===== config.mk =====
export PLATFORM = sky130hd
export DESIGN_NAME = bcd_clock_with_serial_commands
export DESIGN_NICKNAME = d
export VERILOG_FILES = /design/src/sv/bcdclk_pkg.sv /design/src/sv/bcdclk_front.sv /design/src/sv/bcdclk_queue.sv /design/src/sv/bcdclk_back.sv /design/src/sv/bcd_clock_with_serial_commands.sv
export VERILOG_INCLUDE_DIRS = /design/src /design/src/sv
export SDC_FILE = /design/constraint.sdc
export NUM_CORES = 1
export LEC_CHECK = 0
export BUFFER_PORTS_ARGS = -buffer_cell sky130_fd_sc_hd__buf_2
export CORE_ASPECT_RATIO = 0.6
export CORE_MARGIN = 8
export CORE_UTILIZATION = 35
export DETAILED_ROUTE_END_ITERATION = 8
export SYNTH_ARGS = -nofsm -noshare
export SYNTH_HDL_FRONTEND = slang
export SYNTH_SLANG_ARGS = --single-unit

===== constraint.sdc =====
create_clock -name clock -period 7.3 [get_ports clock]
set_clock_uncertainty 0.2 [all_clocks]
set_input_delay 1.46 -clock clock [delete_from_list [all_inputs] [get_ports clock]]
set_output_delay 1.46 -clock clock [all_outputs]
set_load 0.02 [all_outputs]

===== src/sv/bcd_clock_with_serial_commands_macros.svh =====
// Assertion macros shared by the clock blocks; they expect clock and reset in scope.
`ifndef BCD_CLOCK_WITH_SERIAL_COMMANDS_MACROS_SVH
`define BCD_CLOCK_WITH_SERIAL_COMMANDS_MACROS_SVH

// The condition holds at every clock edge outside reset.
`define BCDCLK_ASSERT_ALWAYS(label, cond, msg) \
   label: assert property (@(posedge clock) disable iff (reset) (cond)) else $error(msg);

// The consequent holds in the same cycle as the antecedent.
`define BCDCLK_ASSERT_IMPLY(label, ante, cons, msg) \
   label: assert property (@(posedge clock) disable iff (reset) (ante) |-> (cons)) \
      else $error(msg);

// The consequent holds in the cycle after the antecedent.
`define BCDCLK_ASSERT_NEXT(label, ante, cons, msg) \
   label: assert property (@(posedge clock) disable iff (reset) (ante) |=> (cons)) \
      else $error(msg);

`endif


===== src/sv/bcdclk_pkg.sv =====
// Shared types and constants for the BCD clock with serial commands.
`timescale 1ns / 1ps

package bcdclk_pkg;

   // Beat layout on the request side.
   localparam int unsigned BYTE_W     = 8;
   localparam int unsigned SAMPLE_W   = 12;
   localparam int unsigned REQ_DATA_W = 56;
   localparam int unsigned DIGIT_W    = 4;

   // Temperature arithmetic: scaled = avg * 7 stays below 2^15, temp below 2^9.
   localparam int unsigned SCALED_W    = 15;
   localparam int unsigned TEMP_W      = 9;
   localparam int unsigned RECIP100_W  = 18;
   // ceil(2^24 / 100); exact floor division for all scaled values in range.
   localparam logic [RECIP100_W-1:0] RECIP_100 = 18'd167773;
   localparam int unsigned RECIP100_SHIFT = 24;
   // ceil(2^11 / 10); exact for every temperature below 1029.
   localparam logic [7:0] RECIP_10 = 8'd205;
   localparam int unsigned RECIP10_SHIFT = 11;
   localparam int unsigned TENS_W  = 6;

   // Character codes.
   localparam logic [BYTE_W-1:0] CHAR_ZERO   = 8'h30;
   localparam logic [BYTE_W-1:0] CHAR_DOLLAR = 8'h24;
   localparam logic [BYTE_W-1:0] CHAR_HASH   = 8'h23;
   localparam logic [BYTE_W-1:0] CHAR_AMP    = 8'h26;
   localparam logic [BYTE_W-1:0] CHAR_T      = 8'h54;

   // Job queue between the parser and the transmitter.
   localparam int unsigned QUEUE_DEPTH = 4;
   localparam int unsigned QUEUE_PTR_W = $clog2(QUEUE_DEPTH);
   localparam int unsigned QUEUE_CNT_W = $clog2(QUEUE_DEPTH + 1);

   // Byte position inside one job's run.
   localparam int unsigned IDX_W = 3;
   localparam logic [IDX_W-1:0] TEMP_LAST_IDX    = 3'd2;
   localparam logic [IDX_W-1:0] READOUT_LAST_IDX = 3'd6;

   typedef struct packed {
      logic [DIGIT_W-1:0] hour_tens;
      logic [DIGIT_W-1:0] hour_units;
      logic [DIGIT_W-1:0] minute_tens;
      logic [DIGIT_W-1:0] minute_units;
      logic [DIGIT_W-1:0] second_tens;
      logic [DIGIT_W-1:0] second_units;
   } time_type;

   localparam int unsigned PAYLOAD_W = $bits(time_type);

   localparam time_type RESET_TIME = '{
      hour_tens:    4'd1,
      hour_units:   4'd2,
      minute_tens:  4'd4,
      minute_units: 4'd0,
      second_tens:  4'd1,
      second_units: 4'd0
   };

   typedef enum logic {
      JOB_TEMP,
      JOB_READOUT
   } job_kind_type;

   // A temperature job carries avg*7 in the low bits; a readout job a time snapshot.
   typedef struct packed {
      job_kind_type         kind;
      logic [PAYLOAD_W-1:0] payload;
   } job_type;

   typedef struct packed {
      logic    valid;
      job_type job;
   } job_beat_type;

endpackage


===== src/sv/bcdclk_front.sv =====
// Front end: accepts beats, keeps the time and the command parser, queues transmit jobs.
`timescale 1ns / 1ps

module bcdclk_front (
   input  logic                                clock,
   input  logic                                reset,
   input  logic                                req_tvalid,
   output logic                                req_tready,
   input  logic [bcdclk_pkg::REQ_DATA_W-1:0]   req_tdata,
   input  logic                                req_tuser,
   input  logic                                queue_full_i,
   output bcdclk_pkg::job_beat_type            push_o
);

   localparam int unsigned TIME_DIGITS = 8;
   localparam int unsigned SKIP_BYTES  = 6;
   localparam int unsigned COUNT_W     = $clog2(TIME_DIGITS);

   typedef enum logic [1:0] {
      MODE_IDLE,
      MODE_TIME,
      MODE_SKIP
   } mode_type;

   mode_type                            mode_ff, mode_in;
   logic [COUNT_W-1:0]                  count_ff, count_in;
   bcdclk_pkg::time_type                time_ff, time_in, time_tick;
   logic [bcdclk_pkg::DIGIT_W-1:0]      digit_buf_ff [TIME_DIGITS];

   logic                                accept;
   logic                                action;
   logic [bcdclk_pkg::BYTE_W-1:0]       rx_byte;
   logic [bcdclk_pkg::BYTE_W-1:0]       digit_diff;
   logic [bcdclk_pkg::DIGIT_W-1:0]      digit;
   logic                                digit_we;
   logic [bcdclk_pkg::SAMPLE_W+1:0]     sample_sum;
   logic [bcdclk_pkg::SAMPLE_W-1:0]     sample_avg;
   logic [bcdclk_pkg::SCALED_W-1:0]     scaled;

   assign req_tready = !queue_full_i;
   assign accept     = req_tvalid && !queue_full_i;
   assign action     = req_tuser;
   assign rx_byte    = req_tdata[bcdclk_pkg::BYTE_W-1:0];

   // Serial digits are taken as (byte - '0') mod 16.
   assign digit_diff = rx_byte - bcdclk_pkg::CHAR_ZERO;
   assign digit      = digit_diff[bcdclk_pkg::DIGIT_W-1:0];

   // Average of the four samples, then times seven as a shift and subtract.
   assign sample_sum = 14'(req_tdata[19:8]) + 14'(req_tdata[31:20])
                     + 14'(req_tdata[43:32]) + 14'(req_tdata[55:44]);
   assign sample_avg = sample_sum[bcdclk_pkg::SAMPLE_W+1:2];
   assign scaled     = {sample_avg, 3'b000} - 15'(sample_avg);

   // One-second advance with the ripple order of the digit fields.
   always_comb begin
      time_tick = time_ff;
      if (time_ff.second_units < 4'd9) begin
         time_tick.second_units = 4'(time_ff.second_units + 4'd1);
      end else if (time_ff.second_tens < 4'd5) begin
         time_tick.second_tens  = 4'(time_ff.second_tens + 4'd1);
         time_tick.second_units = '0;
      end else if (time_ff.minute_units < 4'd9) begin
         time_tick.minute_units = 4'(time_ff.minute_units + 4'd1);
         time_tick.second_tens  = '0;
         time_tick.second_units = '0;
      end else if (time_ff.minute_tens < 4'd5) begin
         time_tick.minute_tens  = 4'(time_ff.minute_tens + 4'd1);
         time_tick.minute_units = '0;
         time_tick.second_tens  = '0;
         time_tick.second_units = '0;
      end else if (time_ff.hour_units < 4'd9) begin
         time_tick.minute_tens  = '0;
         time_tick.minute_units = '0;
         time_tick.second_tens  = '0;
         time_tick.second_units = '0;
         if (time_ff.hour_tens == 4'd2) begin
            if (time_ff.hour_units < 4'd3) begin
               time_tick.hour_units = 4'(time_ff.hour_units + 4'd1);
            end else begin
               time_tick.hour_tens  = '0;
               time_tick.hour_units = '0;
            end
         end else begin
            time_tick.hour_units = 4'(time_ff.hour_units + 4'd1);
         end
      end else if (time_ff.hour_tens < 4'd2) begin
         time_tick.hour_tens    = 4'(time_ff.hour_tens + 4'd1);
         time_tick.hour_units   = '0;
         time_tick.minute_tens  = '0;
         time_tick.minute_units = '0;
         time_tick.second_tens  = '0;
         time_tick.second_units = '0;
      end
   end

   // Parser and job classification.
   always_comb begin
      mode_in     = mode_ff;
      count_in    = count_ff;
      time_in     = time_ff;
      digit_we    = 1'b0;
      push_o      = '0;
      if (accept) begin
         if (!action) begin
            time_in            = time_tick;
            push_o.valid       = 1'b1;
            push_o.job.kind    = bcdclk_pkg::JOB_TEMP;
            push_o.job.payload = bcdclk_pkg::PAYLOAD_W'(scaled);
         end else begin
            unique case (mode_ff)
               MODE_TIME: begin
                  digit_we = 1'b1;
                  if (count_ff == COUNT_W'(TIME_DIGITS - 1)) begin
                     mode_in  = MODE_IDLE;
                     count_in = '0;
                     // Seconds units come straight from this beat.
                     if (digit_buf_ff[1] != '0) begin
                        time_in.hour_tens    = digit_buf_ff[0];
                        time_in.hour_units   = digit_buf_ff[1];
                        time_in.minute_tens  = digit_buf_ff[3];
                        time_in.minute_units = digit_buf_ff[4];
                        time_in.second_tens  = digit_buf_ff[6];
                        time_in.second_units = digit;
                     end
                  end else begin
                     count_in = COUNT_W'(count_ff + 1'b1);
                  end
               end
               MODE_SKIP: begin
                  if (count_ff == COUNT_W'(SKIP_BYTES - 1)) begin
                     mode_in  = MODE_IDLE;
                     count_in = '0;
                  end else begin
                     count_in = COUNT_W'(count_ff + 1'b1);
                  end
               end
               default: begin
                  mode_in = MODE_IDLE;
                  unique case (rx_byte)
                     bcdclk_pkg::CHAR_DOLLAR: begin
                        mode_in  = MODE_TIME;
                        count_in = '0;
                     end
                     bcdclk_pkg::CHAR_HASH: begin
                        mode_in  = MODE_SKIP;
                        count_in = '0;
                     end
                     bcdclk_pkg::CHAR_AMP: begin
                        push_o.valid       = 1'b1;
                        push_o.job.kind    = bcdclk_pkg::JOB_READOUT;
                        push_o.job.payload = time_ff;
                     end
                     default: begin
                        mode_in = MODE_IDLE;
                     end
                  endcase
               end
            endcase
         end
      end
   end

   always_ff @(posedge clock) begin
      if (reset) begin
         mode_ff  <= MODE_IDLE;
         count_ff <= '0;
         time_ff  <= bcdclk_pkg::RESET_TIME;
      end else begin
         mode_ff  <= mode_in;
         count_ff <= count_in;
         time_ff  <= time_in;
      end
   end

   always_ff @(posedge clock) begin
      if (digit_we) begin
         digit_buf_ff[count_ff] <= digit;
      end
   end

endmodule


===== src/sv/bcdclk_queue.sv =====
// Short job queue between the parser front end and the transmitter.
`timescale 1ns / 1ps
`include "bcd_clock_with_serial_commands_macros.svh"

module bcdclk_queue (
   input  logic                     clock,
   input  logic                     reset,
   input  bcdclk_pkg::job_beat_type push_i,
   input  logic                     pop_i,
   output bcdclk_pkg::job_beat_type head_o,
   output logic                     full_o
);

   localparam int unsigned DEPTH = bcdclk_pkg::QUEUE_DEPTH;
   localparam int unsigned PTR_W = bcdclk_pkg::QUEUE_PTR_W;
   localparam int unsigned CNT_W = bcdclk_pkg::QUEUE_CNT_W;

   bcdclk_pkg::job_type  entry_ff [DEPTH];
   logic [PTR_W-1:0]     wr_ptr_ff;
   logic [PTR_W-1:0]     rd_ptr_ff;
   logic [CNT_W-1:0]     count_ff;

   assign full_o       = (count_ff == CNT_W'(DEPTH));
   assign head_o.valid = (count_ff != '0);
   assign head_o.job   = entry_ff[rd_ptr_ff];

   always_ff @(posedge clock) begin
      if (reset) begin
         wr_ptr_ff <= '0;
         rd_ptr_ff <= '0;
         count_ff  <= '0;
      end else begin
         if (push_i.valid) begin
            wr_ptr_ff <= (wr_ptr_ff == PTR_W'(DEPTH - 1)) ? '0 : PTR_W'(wr_ptr_ff + 1'b1);
         end
         if (pop_i) begin
            rd_ptr_ff <= (rd_ptr_ff == PTR_W'(DEPTH - 1)) ? '0 : PTR_W'(rd_ptr_ff + 1'b1);
         end
         case ({push_i.valid, pop_i})
            2'b10:   count_ff <= CNT_W'(count_ff + 1'b1);
            2'b01:   count_ff <= CNT_W'(count_ff - 1'b1);
            default: count_ff <= count_ff;
         endcase
      end
   end

   always_ff @(posedge clock) begin
      if (push_i.valid) begin
         entry_ff[wr_ptr_ff] <= push_i.job;
      end
   end

   `BCDCLK_ASSERT_IMPLY(a_push_not_full, push_i.valid, !full_o, "job pushed into a full queue")
   `BCDCLK_ASSERT_IMPLY(a_pop_not_empty, pop_i, count_ff != '0, "job popped from an empty queue")
   `BCDCLK_ASSERT_ALWAYS(a_count_bound, count_ff <= CNT_W'(DEPTH), "queue count beyond depth")

endmodule


===== src/sv/bcdclk_back.sv =====
// Back end: turns queued jobs into the transmitted byte runs behind an output register.
`timescale 1ns / 1ps
`include "bcd_clock_with_serial_commands_macros.svh"

module bcdclk_back (
   input  logic                              clock,
   input  logic                              reset,
   input  bcdclk_pkg::job_beat_type          head_i,
   output logic                              pop_o,
   output logic                              rsp_tvalid,
   input  logic                              rsp_tready,
   output logic [bcdclk_pkg::BYTE_W-1:0]     rsp_tdata,
   output logic                              rsp_tlast
);

   localparam int unsigned IDX_W     = bcdclk_pkg::IDX_W;
   localparam int unsigned TEMP_W    = bcdclk_pkg::TEMP_W;
   localparam int unsigned TENS_W    = bcdclk_pkg::TENS_W;
   localparam int unsigned TPROD_W   = bcdclk_pkg::SCALED_W + bcdclk_pkg::RECIP100_W;
   localparam int unsigned DPROD_W   = TEMP_W + 8;

   logic                               active_ff;
   logic [IDX_W-1:0]                   idx_ff;
   bcdclk_pkg::job_kind_type           kind_ff;
   logic [bcdclk_pkg::PAYLOAD_W-1:0]   payload_ff;
   logic [TEMP_W-1:0]                  temp_ff;
   logic                               out_valid_ff;
   logic [bcdclk_pkg::BYTE_W-1:0]      out_data_ff;
   logic                               out_last_ff;

   logic                               slot_free;
   logic                               emit;
   logic                               emit_last;
   logic                               load;
   logic [IDX_W-1:0]                   last_idx;
   logic [TPROD_W-1:0]                 temp_prod;
   logic [TEMP_W-1:0]                  temp_in;
   logic [DPROD_W-1:0]                 tens_prod;
   logic [TENS_W-1:0]                  tens;
   logic [TEMP_W-1:0]                  units_diff;
   bcdclk_pkg::time_type               snap;
   logic [bcdclk_pkg::BYTE_W-1:0]      byte_out;

   assign slot_free = !out_valid_ff || rsp_tready;
   assign last_idx  = (kind_ff == bcdclk_pkg::JOB_TEMP) ? bcdclk_pkg::TEMP_LAST_IDX
                                                        : bcdclk_pkg::READOUT_LAST_IDX;
   assign emit      = active_ff && slot_free;
   assign emit_last = emit && (idx_ff == last_idx);
   // The next job is taken in the cycle that sends the last byte of the current one.
   assign load      = head_i.valid && (!active_ff || emit_last);
   assign pop_o     = load;

   // temp = floor(scaled / 100) by reciprocal multiply, registered at load.
   assign temp_prod = TPROD_W'(head_i.job.payload[bcdclk_pkg::SCALED_W-1:0])
                    * TPROD_W'(bcdclk_pkg::RECIP_100);
   assign temp_in   = TEMP_W'(temp_prod >> bcdclk_pkg::RECIP100_SHIFT);

   // Tens and units of the registered temperature.
   assign tens_prod  = DPROD_W'(temp_ff) * DPROD_W'(bcdclk_pkg::RECIP_10);
   assign tens       = TENS_W'(tens_prod >> bcdclk_pkg::RECIP10_SHIFT);
   assign units_diff = temp_ff - TEMP_W'(TEMP_W'(tens) * TEMP_W'(10));

   assign snap = bcdclk_pkg::time_type'(payload_ff);

   always_comb begin
      byte_out = '0;
      case (kind_ff)
         bcdclk_pkg::JOB_TEMP: begin
            case (idx_ff)
               3'd0:    byte_out = bcdclk_pkg::CHAR_T;
               3'd1:    byte_out = bcdclk_pkg::CHAR_ZERO + 8'(tens);
               default: byte_out = bcdclk_pkg::CHAR_ZERO + 8'(units_diff[3:0]);
            endcase
         end
         default: begin
            case (idx_ff)
               3'd0:    byte_out = bcdclk_pkg::CHAR_AMP;
               3'd1:    byte_out = 8'(snap.second_units);
               3'd2:    byte_out = 8'(snap.second_tens);
               3'd3:    byte_out = 8'(snap.minute_units);
               3'd4:    byte_out = 8'(snap.minute_tens);
               3'd5:    byte_out = 8'(snap.hour_units);
               default: byte_out = 8'(snap.hour_tens);
            endcase
         end
      endcase
   end

   always_ff @(posedge clock) begin
      if (reset) begin
         active_ff    <= 1'b0;
         idx_ff       <= '0;
         out_valid_ff <= 1'b0;
      end else begin
         if (load) begin
            active_ff <= 1'b1;
            idx_ff    <= '0;
         end else if (emit_last) begin
            active_ff <= 1'b0;
         end else if (emit) begin
            idx_ff <= IDX_W'(idx_ff + 1'b1);
         end
         if (emit) begin
            out_valid_ff <= 1'b1;
         end else if (rsp_tready) begin
            out_valid_ff <= 1'b0;
         end
      end
   end

   always_ff @(posedge clock) begin
      if (load) begin
         kind_ff    <= head_i.job.kind;
         payload_ff <= head_i.job.payload;
         temp_ff    <= temp_in;
      end
      if (emit) begin
         out_data_ff <= byte_out;
         out_last_ff <= (idx_ff == last_idx);
      end
   end

   assign rsp_tvalid = out_valid_ff;
   assign rsp_tdata  = out_data_ff;
   assign rsp_tlast  = out_last_ff;

   `BCDCLK_ASSERT_IMPLY(a_idx_in_run, active_ff, idx_ff <= last_idx, "byte index past end of run")
   `BCDCLK_ASSERT_IMPLY(a_mid_run_active, rsp_tvalid && rsp_tready && !rsp_tlast, active_ff,
      "non-final beat taken with no job in progress")
   `BCDCLK_ASSERT_NEXT(a_load_starts_run, load, active_ff && (idx_ff == '0),
      "loaded job did not start at its first byte")

endmodule


===== src/sv/bcd_clock_with_serial_commands.sv =====
// Top level of the 24-hour BCD clock with serial command parser and temperature report.
`timescale 1ns / 1ps

// Channel   Direction  Beat contents
// req_*     in         tuser: action (0 tick, 1 serial byte); tdata: rx_byte, sample_a..d
// rsp_*     out        tdata: tx_byte; tlast: final byte of the item's run
//
// A tick beat yields three bytes ('T' and two temperature digits), an '&' beat with the
// parser idle seven bytes (the time as raw digits), every other beat none. From an idle
// block the first byte passes the job queue, the job registers and the output register.
// Bytes go out one a cycle while rsp_tready holds; the next job loads with the last byte.
// A stalled result side fills the four-entry job queue, and only then req_tready drops.
// Reset is synchronous and active high; it sets the time to 12:40:10 with the parser idle.
module bcd_clock_with_serial_commands (
   input  logic                                clock,
   input  logic                                reset,
   // Request channel.
   input  logic                                req_tvalid,
   output logic                                req_tready,
   // Bits from low: rx_byte[7:0], sample_a[19:8], sample_b[31:20], sample_c[43:32],
   // sample_d[55:44].
   input  logic [bcdclk_pkg::REQ_DATA_W-1:0]   req_tdata,
   // Bits from low: action[0].
   input  logic                                req_tuser,
   // Result channel.
   output logic                                rsp_tvalid,
   input  logic                                rsp_tready,
   // Bits from low: tx_byte[7:0].
   output logic [bcdclk_pkg::BYTE_W-1:0]       rsp_tdata,
   output logic                                rsp_tlast
);

   bcdclk_pkg::job_beat_type push;
   bcdclk_pkg::job_beat_type head;
   logic                     queue_full;
   logic                     pop;

   // The front end owns the time and the parser; it queues one job per reporting beat.
   bcdclk_front u_front (
      .clock        (clock),
      .reset        (reset),
      .req_tvalid   (req_tvalid),
      .req_tready   (req_tready),
      .req_tdata    (req_tdata),
      .req_tuser    (req_tuser),
      .queue_full_i (queue_full),
      .push_o       (push)
   );

   // Jobs wait here so the parser keeps running while the transmitter is stalled.
   bcdclk_queue u_queue (
      .clock  (clock),
      .reset  (reset),
      .push_i (push),
      .pop_i  (pop),
      .head_o (head),
      .full_o (queue_full)
   );

   // The back end expands each job into its byte run behind an output register.
   bcdclk_back u_back (
      .clock      (clock),
      .reset      (reset),
      .head_i     (head),
      .pop_o      (pop),
      .rsp_tvalid (rsp_tvalid),
      .rsp_tready (rsp_tready),
      .rsp_tdata  (rsp_tdata),
      .rsp_tlast  (rsp_tlast)
   );

endmodule


# Word level (Yosys, flattened, before mapping)
# Memories as Yosys holds them, arrays and structs flattened. A register that Yosys moved wholly into a read port is not among the register bits.
# Cells that the tools add are included.
# totals
register_bits	84
ramBits	132
inputBits	61
output_inout_bits	11
word_cells	169
n_memories	2
# mem_list
name	depth	width	rd	rd_ports_with_merged_regs	write_ports	line	source
u_queue.entry_ff	4	25	1	1	1	bcdclk_queue.sv:18	bcdclk_pkg::job_type entry_ff [DEPTH];
u_front.digit_buf_ff	8	4	5	0	1	bcdclk_front.sv:28	logic [bcdclk_pkg::DIGIT_W-1:0] digit_buf_ff [TIME_DIGITS];
# classes
add_sub_neg	20
multipliers	3
magnitude_cmp	7
eq_ne	30
n_mux	54
bitwise_logic	1
reduce_logical	33
# ops
cell	count
2-to-1 mux 24 bit	10
2-to-1 mux 26 bit	4
one-hot mux 6 bit (6 select lines)	1
multiplier 15 x 18 -> 33 bit (second input constant)	1
2-to-1 mux 16 bit	2
adder 14 x 12 -> 14 bit	2
adder 4 x 1 -> 4 bit (second input constant)	6
== test 8 x 6 -> 1 bit (second input constant)	3
2-to-1 mux 12 bit	2
2-to-1 mux 8 bit	3
2-to-1 mux 20 bit	1
2-to-1 mux 4 bit	5
multiplier 9 x 8 -> 17 bit (second input constant)	1
one-hot mux 8 bit (2 select lines)	1
== test 3 bit (second input constant)	5
subtractor 15 x 12 -> 15 bit	1
adder 12 x 12 -> 13 bit	1
less-than comparator 4 bit (second input constant)	3
2-to-1 mux 2 bit	6
2-to-1 mux 3 bit	4
one-hot mux 3 bit (2 select lines)	2
2-to-1 mux 1 bit	11
AND reduction 11 bit	1
inequality test 2 x 1 -> 1 bit (second input constant)	5
39 further kinds	67

# Depth between registers and ports, before layout
# depth
ltp_word	13
mapped_depth	26
mapped_depth_nobuf	26

# Modules after synthesis
# From an unflattened synthesis, not the netlist that was laid out.
# unflattened
hier_cells	1504
area_unflattened_um2	16646.0
# by_module_without_submodules
module	n_inst	cells_each	area_per_inst_um2	seq_area_each_um2
bcdclk_back	1	762	7890.1	1361.3
bcdclk_front	1	567	4664.5	1181.1
bcdclk_queue	1	175	4091.4	3183.1

# Worst setup path after synthesis
# Ideal clock, no wire load.
# synth_path
path_kind	register to register
start	reg with a tool-made name
end	reg u_back.temp_ff[4], data pin
setup_ns	0.257
arrival_ns	6.761
t_required_ns	6.843
path_slack_ns	0.082
path_stages_with_launch	23
path_buffers	2
period_less_slack_ns	7.218
path_cell_list	dfxtp_1 -> clkbuf_1 -> buf_1 -> mux4_2 -> fa_1 -> inv_1 -> fa_1 -> inv_1 -> fa_1 -> fa_1 -> fa_1 -> inv_1 -> fa_1 -> inv_1 -> ha_1 -> o21ai_0 -> o21ai_0 -> a221oi_1 -> a211oi_1 -> o31ai_1 -> nand2b_1 -> a21o_1 -> xor2_1
# synth_rtl
element	line	source
to (signal assigned)	bcdclk_back.sv:115	temp_ff <= temp_in;
to (decl)	bcdclk_back.sv:26	logic [TEMP_W-1:0] temp_ff;

==> impl_metrics.ini <==
[place]
io_buffers = 70
dp_cells = 2150
dp_hpwl_mm = 30.1
gp_congestion = 0.872

[yosys]
synth_cell_types = 75
synth-main-ff-cell = edfxtp_1
ys_ff_latch = 205
yosys_warnings = 0
synth_top_area_share_pct = 30.0
synth.avg_cell_area_um2 = 11.2
syn-num-nets = 1868
synthTopCellsByArea = edfxtp_1 30%, ha_1 18%, fa_1 15%
netlist_area_mm2 = 0.0162
yosysTopAreaCell = edfxtp_1
synthArstFlopShare_pct = 0
synth_edf_count = 162
seq_area_frac_synth_pct = 35.3
synthCells = 1451

[clock_tree]
cts_max_path_buffers = 3
cts.clk_slew.worst_paths_ns = 0.07
clock-sinks = 205
tritoncts = done
cts.htree.levels = 1
root_buffer = clkbuf_16
clk_latency_ns = 0.50
cts_made_buffers = 19

[final_layout]
nNetsFinal = 1958
fillCellCount = 4429
postLayoutCoreUtil_pct = 39.5
multi_input_area_mm2 = 0.00930
fin_cells = 2184
layout-drive-gt1-share_pct = 11.8
antenna_cells = 0
seq_area_mm2 = 0.00573
syn2layout_area_growth_pct = 12.1

[route]
wl_met1_mm = 19.1
wl_per_cell_um = 16.9
met2_length_mm = 13.7
vias = 10720
wl_met3_mm = 3.65
drc = 0
drt_first_pass_iters = 5
top_layer_used = met4
drt_iter0_drc = 815
ant_nets = 0
via_per_inst = 4.91
drt-total-wl_mm = 36.8

[status]
outcome = finished, final reports clean

[critical_path]
r2r_cells = 24
critical_path_class = reg2reg
cp_max_fo = 7
reg2reg_slack_ns = 0.38
crit_arrival_ns = 6.98
critPathLaunchType = flip-flop
end_kind = flip-flop
rr_endpoint = u_back.temp_ff[4]
critPathRequiredTime_ns = 7.36

[global_routing]
grt_pass1_vias = 10866
gr-total-overflow = 0
grt_pass1_wl_mm = 59.6
antenna_found_initial = 0
grt_max_degree = 42
track_usage_pct = 13.9

[sta]
maxSlewHeadroom_pct = 16.0
clock.fmax_ghz = 0.145
fin_tns_setup_ns = 0
post-route-period-util_pct = 94.8
tightest_slew_ns = 1.24
hold_viol_final = 0
final_max_slew_viol_count = 0
setup_viol = 0
timing.hold.ws_ns = 0.284
fin_crit_ns = 6.92
rsz0062_at_grt = false

[floorplanning]
die_w_um = 294
fp.coreArea_mm2 = 0.0460
start_util_pct = 35.2
io_pins = 72
die_h_um = 183
num_rows = 61
die_area_mm2 = 0.0537

[worst_hold_path]
hold_end = u_front.mode_ff[1]
min_path_type = reg2reg
holdPathStages = 2
hp-start = u_front.mode_ff[1]

[flow_run]
drv_cap = 0
## Yosys cell counts, drive strengths merged (4+ instances only)
library cell and instances:
nand2 45, o22ai 4, nand4 8, buf 6, edfxtp 162, o31ai 6, nor3 20, xor2 24
a32o 4, xnor2 31, dfxtp 43, nor2b 13, or2 7, a221oi 9, nand2b 14, a21o 13
a211oi 16, a31oi 8, inv 299, nor2 91, nand3 16, mux2i 11, nor4 8, ha 235
mux4 25, o21a 4, or3 5, a21oi 68, and2 13, o21ai 40, a22oi 12, fa 121
clkbuf 21
## worst max-delay path, stage by stage, from the launching register on
cell and delay (ns):
dfxtp_2 0.46, buf_12 0.18, mux4_2 0.51, inv_1 0.15, fa_1 0.47, fa_1 0.50
inv_1 0.05, fa_1 0.51, inv_1 0.05, fa_1 0.48, inv_1 0.05, fa_1 0.54
inv_1 0.06, fa_1 0.54, inv_1 0.05, ha_1 0.18, a211oi_1 0.22, o21ai_0 0.12
a221oi_1 0.31, buf_4 0.17, a211oi_2 0.10, o31ai_1 0.31, nand2b_1 0.13, a21o_1 0.20
xor2_1 0.14
## timing repair
item | in CTS | in global routing
hold buffers | 0 | 0
setup buffers | 0 | 0
gates resized for setup | 0 | 2
endpoints found under the setup margin | 0 | 5
endpoints found under the hold margin | 0 | 0
## layout make-up
| type | instances | area share (%) |
|---|---|---|
| Clock buffer | 21 | 2.66 |
| Clock inverter | 13 | 1.02 |
| Inverter | 299 | 6.18 |
| Multi-Input combinational cell | 920 | 51.2 |
| Sequential cell | 205 | 31.5 |
| Tap cell | 630 | 4.34 |
| Timing Repair Buffer | 96 | 3.14 |
## worst max-delay path by stage
stage	startpoint	to	slack (ns)	depth (start not counted)
after CTS	flip-flop	u_back.temp_ff[6]	0.09	23
after floorplan	flip-flop	u_back.temp_ff[4]	0.08	22
after global placement	flip-flop	u_back.temp_ff[6]	0.11	23
after global routing	flip-flop	u_back.temp_ff[4]	0.02	24
after detailed placement	flip-flop	u_back.temp_ff[6]	0.09	23
final	flip-flop	u_back.temp_ff[4]	0.38	24
## layer usage
layer  vias up  track usage (%)
met5         -                0
met4         0             1.73
met3        28             5.22
met2       328             18.3
met1      5211             21.6
li1       5153                -
## kinds of logic (layout without fill, tap and decap cells)
| family | count (synthesis) | count (layout) | share of synthesized area [%] |
|---|---|---|---|
| compound gates | 217 | 217 | 8.93 |
| fa+ha+maj | 356 | 356 | 33.1 |
| buf+inv | 326 | 429 | 7.57 |
| simple gates | 253 | 253 | 7.63 |
| mux | 36 | 36 | 4.15 |
| other cells | 1 | 1 | 0.0231 |
| xor+xnor | 57 | 57 | 3.30 |
| flops | 205 | 205 | 35.3 |
## layout by cell type, fill, tap and decap left out, types with 24 or more instances in the layout
cell type / count
fa_1: 121
o21ai_0: 33
ha_1: 235
nor2_1: 85
dfxtp_1: 42
inv_1: 298
nand2_1: 44
buf_2: 70
xor2_1: 24
a21oi_1: 65
xnor2_1: 30
edfxtp_1: 162
buf_4: 24
mux4_2: 25
## flip-flops by register name, summed over array words and instances, names as in the netlist, named ones only
| signal | flops |
|---|---|
| u_back.temp_ff | 9 |
| u_back.rsp_tdata | 7 |
| u_front.digit_buf_ff | 20 |
| u_back.payload_ff | 24 |
| u_queue.entry_ff | 100 |
| u_back.rsp_tlast | 1 |
| u_back.rsp_tvalid | 1 |
| u_front.time_ff | 24 |
| u_queue.rd_ptr_ff | 2 |
| u_back.kind_ff | 1 |
| u_queue.count_ff | 3 |
| u_queue.wr_ptr_ff | 2 |
| u_back.active_ff | 1 |
| u_front.mode_ff | 2 |
| u_front.count_ff | 3 |
| u_back.idx_ff | 3 |
## stage by stage
stage	setup slack (ns)	cell area (um^2)
floorplan	0.0819	16200
global placement	0.113	17500
detailed placement	0.0926	17500
CTS	0.0866	18200
global route	0.0192	18200
finish	0.381	18200
Power is not shown: default switching activity piles up to over one toggle a cycle in this logic, so the estimate is an artifact.
